## src/rtl/dhhp_pkg.sv

```systemverilog
// Shared types and constants for the diff hunk header parser.
package dhhp_pkg;

  // Default width of a parsed line number.
  localparam int unsigned LINE_BITS_DEF = 24;

  // Fixed result field widths.
  localparam int unsigned CMD_W       = 8;
  localparam int unsigned LINE_W      = 24;
  localparam int unsigned COUNT_W     = 25;
  localparam int unsigned CHAR_W      = 8;
  localparam int unsigned IN_TDATA_W  = 8;
  localparam int unsigned OUT_FIELD_W = CMD_W + 4 * LINE_W + 2 * COUNT_W;
  localparam int unsigned OUT_TDATA_W = ((OUT_FIELD_W + 7) / 8) * 8;

  // Characters of interest.
  localparam logic [CHAR_W-1:0] CHAR_COMMA  = 8'h2C;  // ','
  localparam logic [CHAR_W-1:0] CHAR_ZERO   = 8'h30;  // '0'
  localparam logic [CHAR_W-1:0] CHAR_NINE   = 8'h39;  // '9'
  localparam logic [CHAR_W-1:0] CHAR_UP_A   = 8'h41;  // 'A'
  localparam logic [CHAR_W-1:0] CHAR_UP_Z   = 8'h5A;  // 'Z'
  localparam logic [CHAR_W-1:0] CHAR_LOW_A  = 8'h61;  // 'a'
  localparam logic [CHAR_W-1:0] CHAR_LOW_D  = 8'h64;  // 'd'
  localparam logic [CHAR_W-1:0] CHAR_LOW_Z  = 8'h7A;  // 'z'
  localparam logic [CMD_W-1:0]  CMD_NONE    = 8'h00;

  // Position within the header line.
  typedef enum logic [2:0] {
    PH_FIRST     = 3'd0,
    PH_OLD_START = 3'd1,
    PH_OLD_END   = 3'd2,
    PH_NEW_START = 3'd3,
    PH_NEW_END   = 3'd4,
    PH_DONE      = 3'd5,
    PH_DEAD      = 3'd6
  } phase_e;

  function automatic logic is_digit(logic [CHAR_W-1:0] c);
    return (c >= CHAR_ZERO) && (c <= CHAR_NINE);
  endfunction

  function automatic logic is_letter(logic [CHAR_W-1:0] c);
    return ((c >= CHAR_UP_A) && (c <= CHAR_UP_Z)) ||
           ((c >= CHAR_LOW_A) && (c <= CHAR_LOW_Z));
  endfunction

endpackage

```

## src/rtl/dhhp_parse.sv

```systemverilog
// Byte-serial header parser: phase, decimal accumulators and line snapshot.
module dhhp_parse #(
  parameter int unsigned LINE_BITS = dhhp_pkg::LINE_BITS_DEF
) (
  input  logic                         clk_i,
  input  logic                         rst_ni,
  input  logic                         byte_valid_i,
  output logic                         byte_ready_o,
  input  logic [dhhp_pkg::CHAR_W-1:0]  char_i,
  input  logic                         last_i,
  output logic                         snap_valid_o,
  input  logic                         snap_ready_i,
  output logic [dhhp_pkg::CMD_W-1:0]   snap_letter_o,
  output logic [LINE_BITS-1:0]         snap_os_o,
  output logic [LINE_BITS-1:0]         snap_oe_o,
  output logic [LINE_BITS-1:0]         snap_ns_o,
  output logic [LINE_BITS-1:0]         snap_ne_o
);
  import dhhp_pkg::*;

  localparam int unsigned PW = LINE_BITS + 4;
  localparam logic [PW-1:0] VAL_MAX = {4'b0, {LINE_BITS{1'b1}}};

  phase_e               phase_q, phase_d, phase_n;
  logic [LINE_BITS-1:0] os_q, oe_q, ns_q, ne_q;
  logic [LINE_BITS-1:0] os_d, oe_d, ns_d, ne_d;
  logic [LINE_BITS-1:0] os_n, oe_n, ns_n, ne_n;
  logic [CMD_W-1:0]     letter_q, letter_d, letter_n;
  logic                 ocomma_q, ocomma_d, ocomma_n;
  logic                 ncomma_q, ncomma_d, ncomma_n;
  logic                 snap_valid_q, snap_valid_d;
  logic [CMD_W-1:0]     snap_letter_q, snap_letter_d;
  logic [LINE_BITS-1:0] snap_os_q, snap_oe_q, snap_ns_q, snap_ne_q;
  logic [LINE_BITS-1:0] snap_os_d, snap_oe_d, snap_ns_d, snap_ne_d;
  logic                 accept, dig, let_c, comma;
  logic [LINE_BITS-1:0] acc_sel, acc_new;
  logic [PW-1:0]        prod;

  assign byte_ready_o = !snap_valid_q || snap_ready_i;
  assign accept       = byte_valid_i && byte_ready_o;
  assign dig          = is_digit(char_i);
  assign let_c        = is_letter(char_i);
  assign comma        = (char_i == CHAR_COMMA);

  // One shared acc*10+digit with saturation; the phase picks the accumulator.
  always_comb begin
    case (phase_q)
      PH_OLD_END:   acc_sel = oe_q;
      PH_NEW_START: acc_sel = ns_q;
      PH_NEW_END:   acc_sel = ne_q;
      default:      acc_sel = os_q;
    endcase
  end

  assign prod    = ({4'b0, acc_sel} << 3) + ({4'b0, acc_sel} << 1)
                 + {{(PW - 4){1'b0}}, char_i[3:0]};
  assign acc_new = (prod > VAL_MAX) ? {LINE_BITS{1'b1}} : prod[LINE_BITS-1:0];

  // Next phase.
  always_comb begin
    phase_n = phase_q;
    unique case (phase_q)
      PH_FIRST:     phase_n = dig ? PH_OLD_START : PH_DEAD;
      PH_OLD_START: begin
        if (dig)        phase_n = PH_OLD_START;
        else if (comma) phase_n = PH_OLD_END;
        else if (let_c) phase_n = PH_NEW_START;
        else            phase_n = PH_DEAD;
      end
      PH_OLD_END: begin
        if (dig)        phase_n = PH_OLD_END;
        else if (let_c) phase_n = PH_NEW_START;
        else            phase_n = PH_DEAD;
      end
      PH_NEW_START: begin
        if (dig)        phase_n = PH_NEW_START;
        else if (comma) phase_n = PH_NEW_END;
        else            phase_n = PH_DONE;
      end
      PH_NEW_END:   phase_n = dig ? PH_NEW_END : PH_DONE;
      default:      phase_n = phase_q;
    endcase
  end

  // Datapath update for the current byte.
  always_comb begin
    os_n     = os_q;
    oe_n     = oe_q;
    ns_n     = ns_q;
    ne_n     = ne_q;
    letter_n = letter_q;
    ocomma_n = ocomma_q;
    ncomma_n = ncomma_q;
    unique case (phase_q)
      PH_FIRST: begin
        if (dig) os_n = acc_new;
      end
      PH_OLD_START: begin
        if (dig)        os_n = acc_new;
        else if (comma) ocomma_n = 1'b1;
        else if (let_c) letter_n = char_i;
      end
      PH_OLD_END: begin
        if (dig)        oe_n = acc_new;
        else if (let_c) letter_n = char_i;
      end
      PH_NEW_START: begin
        if (dig)        ns_n = acc_new;
        else if (comma) ncomma_n = 1'b1;
      end
      PH_NEW_END: begin
        if (dig) ne_n = acc_new;
      end
      default: ;
    endcase
  end

  // Commit: a last byte snapshots the line and restarts the parser.
  always_comb begin
    phase_d       = phase_q;
    os_d          = os_q;
    oe_d          = oe_q;
    ns_d          = ns_q;
    ne_d          = ne_q;
    letter_d      = letter_q;
    ocomma_d      = ocomma_q;
    ncomma_d      = ncomma_q;
    snap_valid_d  = snap_valid_q && !snap_ready_i;
    snap_letter_d = snap_letter_q;
    snap_os_d     = snap_os_q;
    snap_oe_d     = snap_oe_q;
    snap_ns_d     = snap_ns_q;
    snap_ne_d     = snap_ne_q;
    if (accept) begin
      if (last_i) begin
        phase_d       = PH_FIRST;
        os_d          = '0;
        oe_d          = '0;
        ns_d          = '0;
        ne_d          = '0;
        letter_d      = '0;
        ocomma_d      = 1'b0;
        ncomma_d      = 1'b0;
        snap_valid_d  = 1'b1;
        snap_letter_d = letter_n;
        snap_os_d     = os_n;
        snap_oe_d     = ocomma_n ? oe_n : os_n;
        snap_ns_d     = ns_n;
        snap_ne_d     = ncomma_n ? ne_n : ns_n;
      end else begin
        phase_d  = phase_n;
        os_d     = os_n;
        oe_d     = oe_n;
        ns_d     = ns_n;
        ne_d     = ne_n;
        letter_d = letter_n;
        ocomma_d = ocomma_n;
        ncomma_d = ncomma_n;
      end
    end
  end

  always_ff @(posedge clk_i or negedge rst_ni) begin
    if (!rst_ni) begin
      phase_q      <= PH_FIRST;
      os_q         <= '0;
      oe_q         <= '0;
      ns_q         <= '0;
      ne_q         <= '0;
      letter_q     <= '0;
      ocomma_q     <= 1'b0;
      ncomma_q     <= 1'b0;
      snap_valid_q <= 1'b0;
    end else begin
      phase_q      <= phase_d;
      os_q         <= os_d;
      oe_q         <= oe_d;
      ns_q         <= ns_d;
      ne_q         <= ne_d;
      letter_q     <= letter_d;
      ocomma_q     <= ocomma_d;
      ncomma_q     <= ncomma_d;
      snap_valid_q <= snap_valid_d;
    end
  end

  always_ff @(posedge clk_i) begin
    snap_letter_q <= snap_letter_d;
    snap_os_q     <= snap_os_d;
    snap_oe_q     <= snap_oe_d;
    snap_ns_q     <= snap_ns_d;
    snap_ne_q     <= snap_ne_d;
  end

  assign snap_valid_o  = snap_valid_q;
  assign snap_letter_o = snap_letter_q;
  assign snap_os_o     = snap_os_q;
  assign snap_oe_o     = snap_oe_q;
  assign snap_ns_o     = snap_ns_q;
  assign snap_ne_o     = snap_ne_q;

endmodule

```

## src/rtl/diff_hunk_header_parser_unit.sv

```systemverilog
// Top level of the normal-format diff hunk header parser.
//
// Input stream: one ASCII byte of a header line per item (e.g. "4,5c4"),
// tlast on the final byte. An empty line is sent as a single newline byte.
// Output stream: one result item per line, carrying the command letter
// (0 when the line is not a command or a range runs backwards), both
// ranges with a missing end copied from its start, and the two line
// counts (old count 0 for 'a', new count 0 for 'd'). Values saturate at
// 2^LINE_BITS - 1. Without a command letter every field is 0.
// Throughput: one byte per cycle while tready is high; each digit byte is
// folded into the parser's shared multiply-by-ten accumulator.
// The edge that takes the last byte loads the line snapshot register; the
// output register is loaded from it through the count/compare stage once
// the output is free.
// Reset: the parser returns to the start of a line, all accumulators
// clear, and no result is pending.
// Stall: a held result keeps the output register; the snapshot register
// holds one more line, and tready drops while the snapshot is full and
// the output is held.
module diff_hunk_header_parser_unit #(
  parameter int unsigned LINE_BITS = dhhp_pkg::LINE_BITS_DEF
) (
  input  logic                            clk_i,
  input  logic                            rst_ni,
  input  logic                            s_axis_tvalid,
  output logic                            s_axis_tready,
  input  logic [dhhp_pkg::IN_TDATA_W-1:0] s_axis_tdata,   // [7:0] char_in
  input  logic                            s_axis_tlast,   // line_end
  output logic                            m_axis_tvalid,
  input  logic                            m_axis_tready,
  // [7:0] command, [31:8] old_start, [55:32] old_end, [80:56] old_count,
  // [104:81] new_start, [128:105] new_end, [153:129] new_count, rest zero
  output logic [dhhp_pkg::OUT_TDATA_W-1:0] m_axis_tdata
);
  import dhhp_pkg::*;

  logic                 snap_valid, snap_ready, out_free, snap_fire;
  logic [CMD_W-1:0]     snap_letter;
  logic [LINE_BITS-1:0] snap_os, snap_oe, snap_ns, snap_ne;

  dhhp_parse #(
    .LINE_BITS(LINE_BITS)
  ) u_parse (
    .clk_i,
    .rst_ni,
    .byte_valid_i (s_axis_tvalid),
    .byte_ready_o (s_axis_tready),
    .char_i       (s_axis_tdata[CHAR_W-1:0]),
    .last_i       (s_axis_tlast),
    .snap_valid_o (snap_valid),
    .snap_ready_i (snap_ready),
    .snap_letter_o(snap_letter),
    .snap_os_o    (snap_os),
    .snap_oe_o    (snap_oe),
    .snap_ns_o    (snap_ns),
    .snap_ne_o    (snap_ne)
  );

  // Result stage: range checks, counts, command.
  logic                          old_back, new_back, no_letter;
  logic [LINE_BITS:0]            old_diff, new_diff;
  logic [LINE_BITS+COUNT_W:0]    old_cnt_ext, new_cnt_ext;
  logic [LINE_BITS+LINE_W-1:0]   os_ext, oe_ext, ns_ext, ne_ext;
  logic [COUNT_W-1:0]            old_cnt, new_cnt;
  logic [CMD_W-1:0]              cmd;
  logic [OUT_FIELD_W-1:0]        fields;
  logic [OUT_TDATA_W-1:0]        tdata_d, tdata_q;
  logic                          m_valid_q, m_valid_d;

  assign old_back  = snap_os > snap_oe;
  assign new_back  = snap_ns > snap_ne;
  assign no_letter = (snap_letter == CMD_NONE);
  assign old_diff  = {1'b0, snap_oe} - {1'b0, snap_os} + {{LINE_BITS{1'b0}}, 1'b1};
  assign new_diff  = {1'b0, snap_ne} - {1'b0, snap_ns} + {{LINE_BITS{1'b0}}, 1'b1};

  // Counts are kept to the result field width (mod 2^COUNT_W).
  assign old_cnt_ext = {{COUNT_W{1'b0}}, old_diff};
  assign new_cnt_ext = {{COUNT_W{1'b0}}, new_diff};
  assign os_ext      = {{LINE_W{1'b0}}, snap_os};
  assign oe_ext      = {{LINE_W{1'b0}}, snap_oe};
  assign ns_ext      = {{LINE_W{1'b0}}, snap_ns};
  assign ne_ext      = {{LINE_W{1'b0}}, snap_ne};

  always_comb begin
    old_cnt = old_back ? '0 : old_cnt_ext[COUNT_W-1:0];
    new_cnt = new_back ? '0 : new_cnt_ext[COUNT_W-1:0];
    if (snap_letter == CHAR_LOW_A) old_cnt = '0;
    else if (snap_letter == CHAR_LOW_D) new_cnt = '0;
    cmd = (old_back || new_back) ? CMD_NONE : snap_letter;
    fields = {new_cnt, ne_ext[LINE_W-1:0], ns_ext[LINE_W-1:0], old_cnt,
              oe_ext[LINE_W-1:0], os_ext[LINE_W-1:0], cmd};
    if (no_letter) fields = '0;
  end

  assign out_free   = !m_valid_q || m_axis_tready;
  assign snap_ready = out_free;
  assign snap_fire  = snap_valid && snap_ready;
  assign tdata_d    = snap_fire ? {{(OUT_TDATA_W - OUT_FIELD_W){1'b0}}, fields} : tdata_q;
  assign m_valid_d  = snap_fire || (m_valid_q && !m_axis_tready);

  always_ff @(posedge clk_i or negedge rst_ni) begin
    if (!rst_ni) begin
      m_valid_q <= 1'b0;
    end else begin
      m_valid_q <= m_valid_d;
    end
  end

  always_ff @(posedge clk_i) begin
    tdata_q <= tdata_d;
  end

  assign m_axis_tvalid = m_valid_q;
  assign m_axis_tdata  = tdata_q;

`ifndef ASSERT_OFF
  // Input stalls only when both the snapshot and the output are full and held.
  a_ready_only_when_full: assert property (@(posedge clk_i) disable iff (!rst_ni)
    !s_axis_tready |-> (snap_valid && m_valid_q && !m_axis_tready))
    else $error("input stalled with room downstream");

  // A snapshot handed over must show up as a valid result.
  a_snap_to_out: assert property (@(posedge clk_i) disable iff (!rst_ni)
    snap_fire |=> m_axis_tvalid)
    else $error("snapshot lost on the way to the output");

  // An add command never reports old lines.
  a_add_no_old: assert property (@(posedge clk_i) disable iff (!rst_ni)
    (m_axis_tvalid && (m_axis_tdata[CMD_W-1:0] == CHAR_LOW_A))
      |-> (m_axis_tdata[CMD_W+2*LINE_W+COUNT_W-1:CMD_W+2*LINE_W] == '0))
    else $error("add command with nonzero old count");
`endif

endmodule
```

## config.mk

```make
export PLATFORM = sky130hd
export DESIGN_NAME = diff_hunk_header_parser_unit
export DESIGN_NICKNAME = d
export VERILOG_FILES = /design/src/rtl/dhhp_pkg.sv /design/src/rtl/dhhp_parse.sv /design/src/rtl/diff_hunk_header_parser_unit.sv
export SDC_FILE = /design/constraint.sdc
export NUM_CORES = 1
export LEC_CHECK = 0
export CORE_UTILIZATION = 53
export DETAILED_ROUTE_END_ITERATION = 16
export DONT_BUFFER_PORTS = 1
export GPL_ROUTABILITY_DRIVEN = 0
export PLACE_DENSITY = 0.68
export RECOVER_POWER = 25
export SLEW_MARGIN = 15
export SYNTH_ARGS = -nofsm -noshare
export SYNTH_HDL_FRONTEND = slang
export SYNTH_SLANG_ARGS = --single-unit
```

## constraint.sdc

```tcl
create_clock -name clk_i -period 7.3 [get_ports clk_i]
set_input_delay 0 -clock clk_i [delete_from_list [all_inputs] [get_ports clk_i]]
set_output_delay 0 -clock clk_i [all_outputs]
set_load 0.01 [all_outputs]
```

==> results.rst <==
.. list-table::
   :header-rows: 1

   * - Metric
     - Value
   * - Violations in the final reports
     - capacitance limit, slew limit
   * - Path type of the worst setup path
     - reg -> reg
   * - Internal power of the cells
     - 4.07 mW
   * - Sw frac
     - 34.7%
   * - NumNets Final
     - 2265
   * - Crit path time final
     - 5.78 ns
   * - Max-Slew Margin vs Limit
     - -272%
   * - Sink Count
     - 369
   * - Hold-fix buffers, CTS
     - 15
   * - Path class of the lowest-slack min-delay path
     - in -> reg
   * - Worst Setup End Kind
     - flop
   * - Overall track demand over capacity in global routing
     - 28.9%
   * - Fin Hold WS
     - 0.0583 ns
   * - Number of warnings reported in the yosys synthesis log
     - 0
   * - Highest Clock Rate
     - 0.173 GHz
   * - Pin count of the biggest net entering global routing
     - 112
   * - DPL Wire Length
     - 41000 µm
   * - CTS tree
     - built
   * - Total routed wirelength
     - 58900 µm
   * - Clock power share
     - 31.6%
   * - Most frequently used flop master after synthesis
     - sky130_fd_sc_hd__edfxtp_1
   * - Core region area
     - 0.0388 mm²
   * - Synthesis-stage register bit count
     - 369
   * - Leakage
     - 9.82 nW
   * - WP data required
     - 7.59 ns
   * - Die width
     - 201 µm
   * - Portion of total power attributed to combinational logic
     - 28.6%
   * - Critical path peak fanout
     - 35
   * - Sequential share of the synthesized area
     - 50.3%
   * - Number of maximum-capacitance violations
     - 1
   * - Number of optimization iterations in the first detailed-route pass
     - 5
   * - Count of flip-flops with a built-in enable after synthesis
     - 258
   * - Maximum level of the CTS H-tree
     - 2
   * - Setup repair after global routing missed its margin
     - false
   * - Power density over the cells
     - 271 mW/mm²
   * - Final Hold Viols
     - 0
   * - Placement row count
     - 72
   * - Clock root buffer
     - sky130_fd_sc_hd__clkbuf_16
   * - Part of the power in registers
     - 39.8%
   * - Post-synthesis average cell area
     - 10.2 µm²
   * - Wire length of the first global-routing pass
     - 89100 µm
   * - Y dimension of the die
     - 201 µm
   * - Clock transition at the registers of the reported paths
     - 0.06 ns
   * - Synth-to-layout area growth
     - 9.59%
   * - Detailed-route DRC error count
     - 0
   * - Net switching power
     - 2.16 mW
   * - Post-layout total power
     - 6.23 mW
   * - CP arrival
     - 6.07 ns
   * - Detailed-route wire length per cell
     - 22.6 µm
   * - Vias in the first global route
     - 15500
   * - Antenna viol nets, final
     - 0
   * - Post_cts resized
     - 0
   * - Area of the multi-input gates
     - 0.00959 mm²
   * - Crit share post-route
     - 79.2%
   * - Post-synth design cell area
     - 0.0209 mm²
   * - Via count of the routed design
     - 16200
   * - Beginning of the critical path
     - u_parse.phase_q[2]
   * - Commonest cells after routing, fill and taps aside
     - sky130_fd_sc_hd__edfxtp_1 (258), sky130_fd_sc_hd__nor2_1 (239), sky130_fd_sc_hd__ha_1 (189)
   * - Number of setup violations in the final report
     - 0
   * - Number of DRC markers after the initial detailed-route iteration
     - 1441
   * - Clock buffer depth
     - 3
   * - Count of input and output buffers
     - 0
   * - Fin Clk Skew
     - 0.0260 ns
   * - Worst Tran Pin Value
     - 5.58 ns
   * - Average vias per placed instance
     - 6.19
   * - Most common cell after layout, fill and taps aside
     - sky130_fd_sc_hd__edfxtp_1
   * - Hold Path Origin
     - s_axis_tdata[2]
   * - Area taken by flip-flops and latches
     - 0.0105 mm²
   * - Critical path startpoint category
     - flop
   * - Post-CTS Setup Repair Bufs
     - 0
   * - Status
     - complete, but fails checks
   * - Count of placed standard cells in the final layout, fillers left out
     - 2610
   * - Number of antenna violations at the first check in global routing
     - 1
   * - Share of post-route cells with drive strength above 1
     - 6.98%
   * - Max Slew Vio Count
     - 112
   * - ANT cells
     - 0
   * - Post-placement cell count
     - 2519
   * - Number of buffers created by CTS
     - 41
   * - Post-Synthesis Cells
     - 2062
   * - Effective utilization at floorplan
     - 53.9%
   * - Peak supply drop
     - 0.187 mV
   * - Final setup TNS
     - 0 ns
   * - Area of the die
     - 0.0403 mm²
   * - Post-synthesis async set-or-reset flop share
     - 30.1%
   * - Netlist cell types
     - 78
   * - Layout fillers
     - 3246
   * - Top Ports
     - 175
   * - Overflow left after global routing
     - 0
   * - Worst-Skew Late Latency
     - 0.59 ns
   * - Worst r2r src
     - u_parse.phase_q[2]
registers in the layout, indices dropped and copies added (netlist names):
name                   flops
m_axis_tdata             154
m_axis_tvalid              1
u_parse.letter_q           8
u_parse.ncomma_q           1
u_parse.ne_q              24
u_parse.ns_q              24
u_parse.ocomma_q           1
u_parse.oe_q              24
u_parse.os_q              24
u_parse.phase_q            3
u_parse.snap_letter_o      8
u_parse.snap_ne_o         24
u_parse.snap_ns_o         24
u_parse.snap_oe_o         24
u_parse.snap_os_o         24
u_parse.snap_valid_o       1
through the flow:
stage / worst slack, ns / utilization [%] / instance area, µm²
after floorplan: 2.15 / - / 21000
after global placement: 1.84 / 55.4 / 21500
after detailed placement: 1.66 / 55.4 / 21500
after CTS: 1.65 / 59.1 / 23000
after global routing: 0.909 / 59.1 / 22900
final: 1.52 / 59.1 / 22900
synth_stat cells (8+ instances only):
library cell	n	area [µm²]
sky130_fd_sc_hd__a21oi_1	173	866
sky130_fd_sc_hd__nor4_1	8	50.1
sky130_fd_sc_hd__nor2b_1	18	113
sky130_fd_sc_hd__nor3_1	30	150
sky130_fd_sc_hd__and2_1	16	100
sky130_fd_sc_hd__a211oi_1	13	97.6
sky130_fd_sc_hd__xnor2_1	20	175
sky130_fd_sc_hd__inv_1	128	480
sky130_fd_sc_hd__buf_1	8	30.0
sky130_fd_sc_hd__edfxtp_1	258	7750
sky130_fd_sc_hd__xor2_1	31	272
sky130_fd_sc_hd__nor2_1	239	897
sky130_fd_sc_hd__o21ai_0	152	761
sky130_fd_sc_hd__a31oi_1	31	194
sky130_fd_sc_hd__ha_1	189	2360
sky130_fd_sc_hd__o21bai_1	9	67.6
sky130_fd_sc_hd__nand2b_1	15	93.8
sky130_fd_sc_hd__and3_1	21	131
sky130_fd_sc_hd__and2_0	8	50.1
sky130_fd_sc_hd__o22a_1	17	149
sky130_fd_sc_hd__o21a_1	16	120
sky130_fd_sc_hd__nand4_1	19	119
sky130_fd_sc_hd__nand3_1	17	85.1
sky130_fd_sc_hd__o31ai_1	40	300
sky130_fd_sc_hd__o22ai_1	44	275
sky130_fd_sc_hd__clkbuf_1	76	285
sky130_fd_sc_hd__nand2_1	186	698
sky130_fd_sc_hd__dfrtp_1	111	2780
sky130_fd_sc_hd__buf_2	9	45.0
sky130_fd_sc_hd__a21o_1	29	218
critical path: stages, from the launching register on:
cell                       delay [ns]
sky130_fd_sc_hd__dfrtp_1         0.58
sky130_fd_sc_hd__inv_1           0.19
sky130_fd_sc_hd__nand2_1         0.11
sky130_fd_sc_hd__buf_4           0.40
sky130_fd_sc_hd__nand2_1         0.12
sky130_fd_sc_hd__buf_4           0.21
sky130_fd_sc_hd__o22ai_1         0.16
sky130_fd_sc_hd__a21oi_1         0.10
sky130_fd_sc_hd__fa_1            0.55
sky130_fd_sc_hd__fa_1            0.51
sky130_fd_sc_hd__a211oi_2        0.28
sky130_fd_sc_hd__o21ai_1         0.17
sky130_fd_sc_hd__a21oi_2         0.22
sky130_fd_sc_hd__o211ai_1        0.19
sky130_fd_sc_hd__a41oi_1         0.31
sky130_fd_sc_hd__mux2_4          0.40
sky130_fd_sc_hd__nor3_2          0.27
sky130_fd_sc_hd__buf_4           0.27
sky130_fd_sc_hd__and2_0          0.33
sky130_fd_sc_hd__a21oi_1         0.13
final timing paths:
path                                         to  slack [ns]  depth (start not counted)
min                        u_parse.snap_oe_o[2]        0.06                          4
max in group asynchronous       u_parse.ne_q[2]        1.87                          2
max reg2reg                u_parse.snap_ns_o[9]        1.52                         19
max                        u_parse.snap_ns_o[9]        1.52                         19
min reg2reg                 u_parse.letter_q[6]        0.49                          2
min in group asynchronous      u_parse.os_q[20]        2.30                          2
power by group through the flow:
stage          registers [mW]  logic [mW]  clock network [mW]
6_report                 2.48        1.78                1.97
3_5_place_dp             2.52        1.70                   0
4_1_cts                  2.48        1.74                2.00
5_1_grt                  2.49        1.92                2.07
3_3_place_gp             2.52        1.67                   0
2_1_floorplan            2.50        1.24                   0
cells by family after synthesis:
family                   after synthesis  share of synthesized area, %
XOR/XNOR                              52                          2.21
AND/OR/NAND/NOR                      609                          13.2
multiplexers                           8                         0.448
other                                  1                        0.0179
flip-flops                           369                          50.3
AO/OA/AOI/OAI                        601                          17.9
buffers and inverters                229                          4.32
adder cells (fa/ha/maj)              193                          11.7
cell type report:
cell class              count  area share (%)
flip-flops and latches    369            45.9
inverters                 128            2.11
well taps                 518            2.82
clock inverters            14           0.404
multi-input cells        1469            41.8
clock buffers              62            5.12
repair buffers             50            1.85
routing by layer:
| layer | track usage, % | vias to the layer above | wire, µm |
|---|---|---|---|
| met1 | 37.5 | 7765 | 23800 |
| met4 | 13.9 | 2 | 2900 |
| met3 | 5.29 | 144 | 4550 |
| met2 | 46.8 | 784 | 27600 |
| met5 | 0 | - | 15 |
| li1 | - | 7462 | - |
Power figures use the tool's default switching activity.
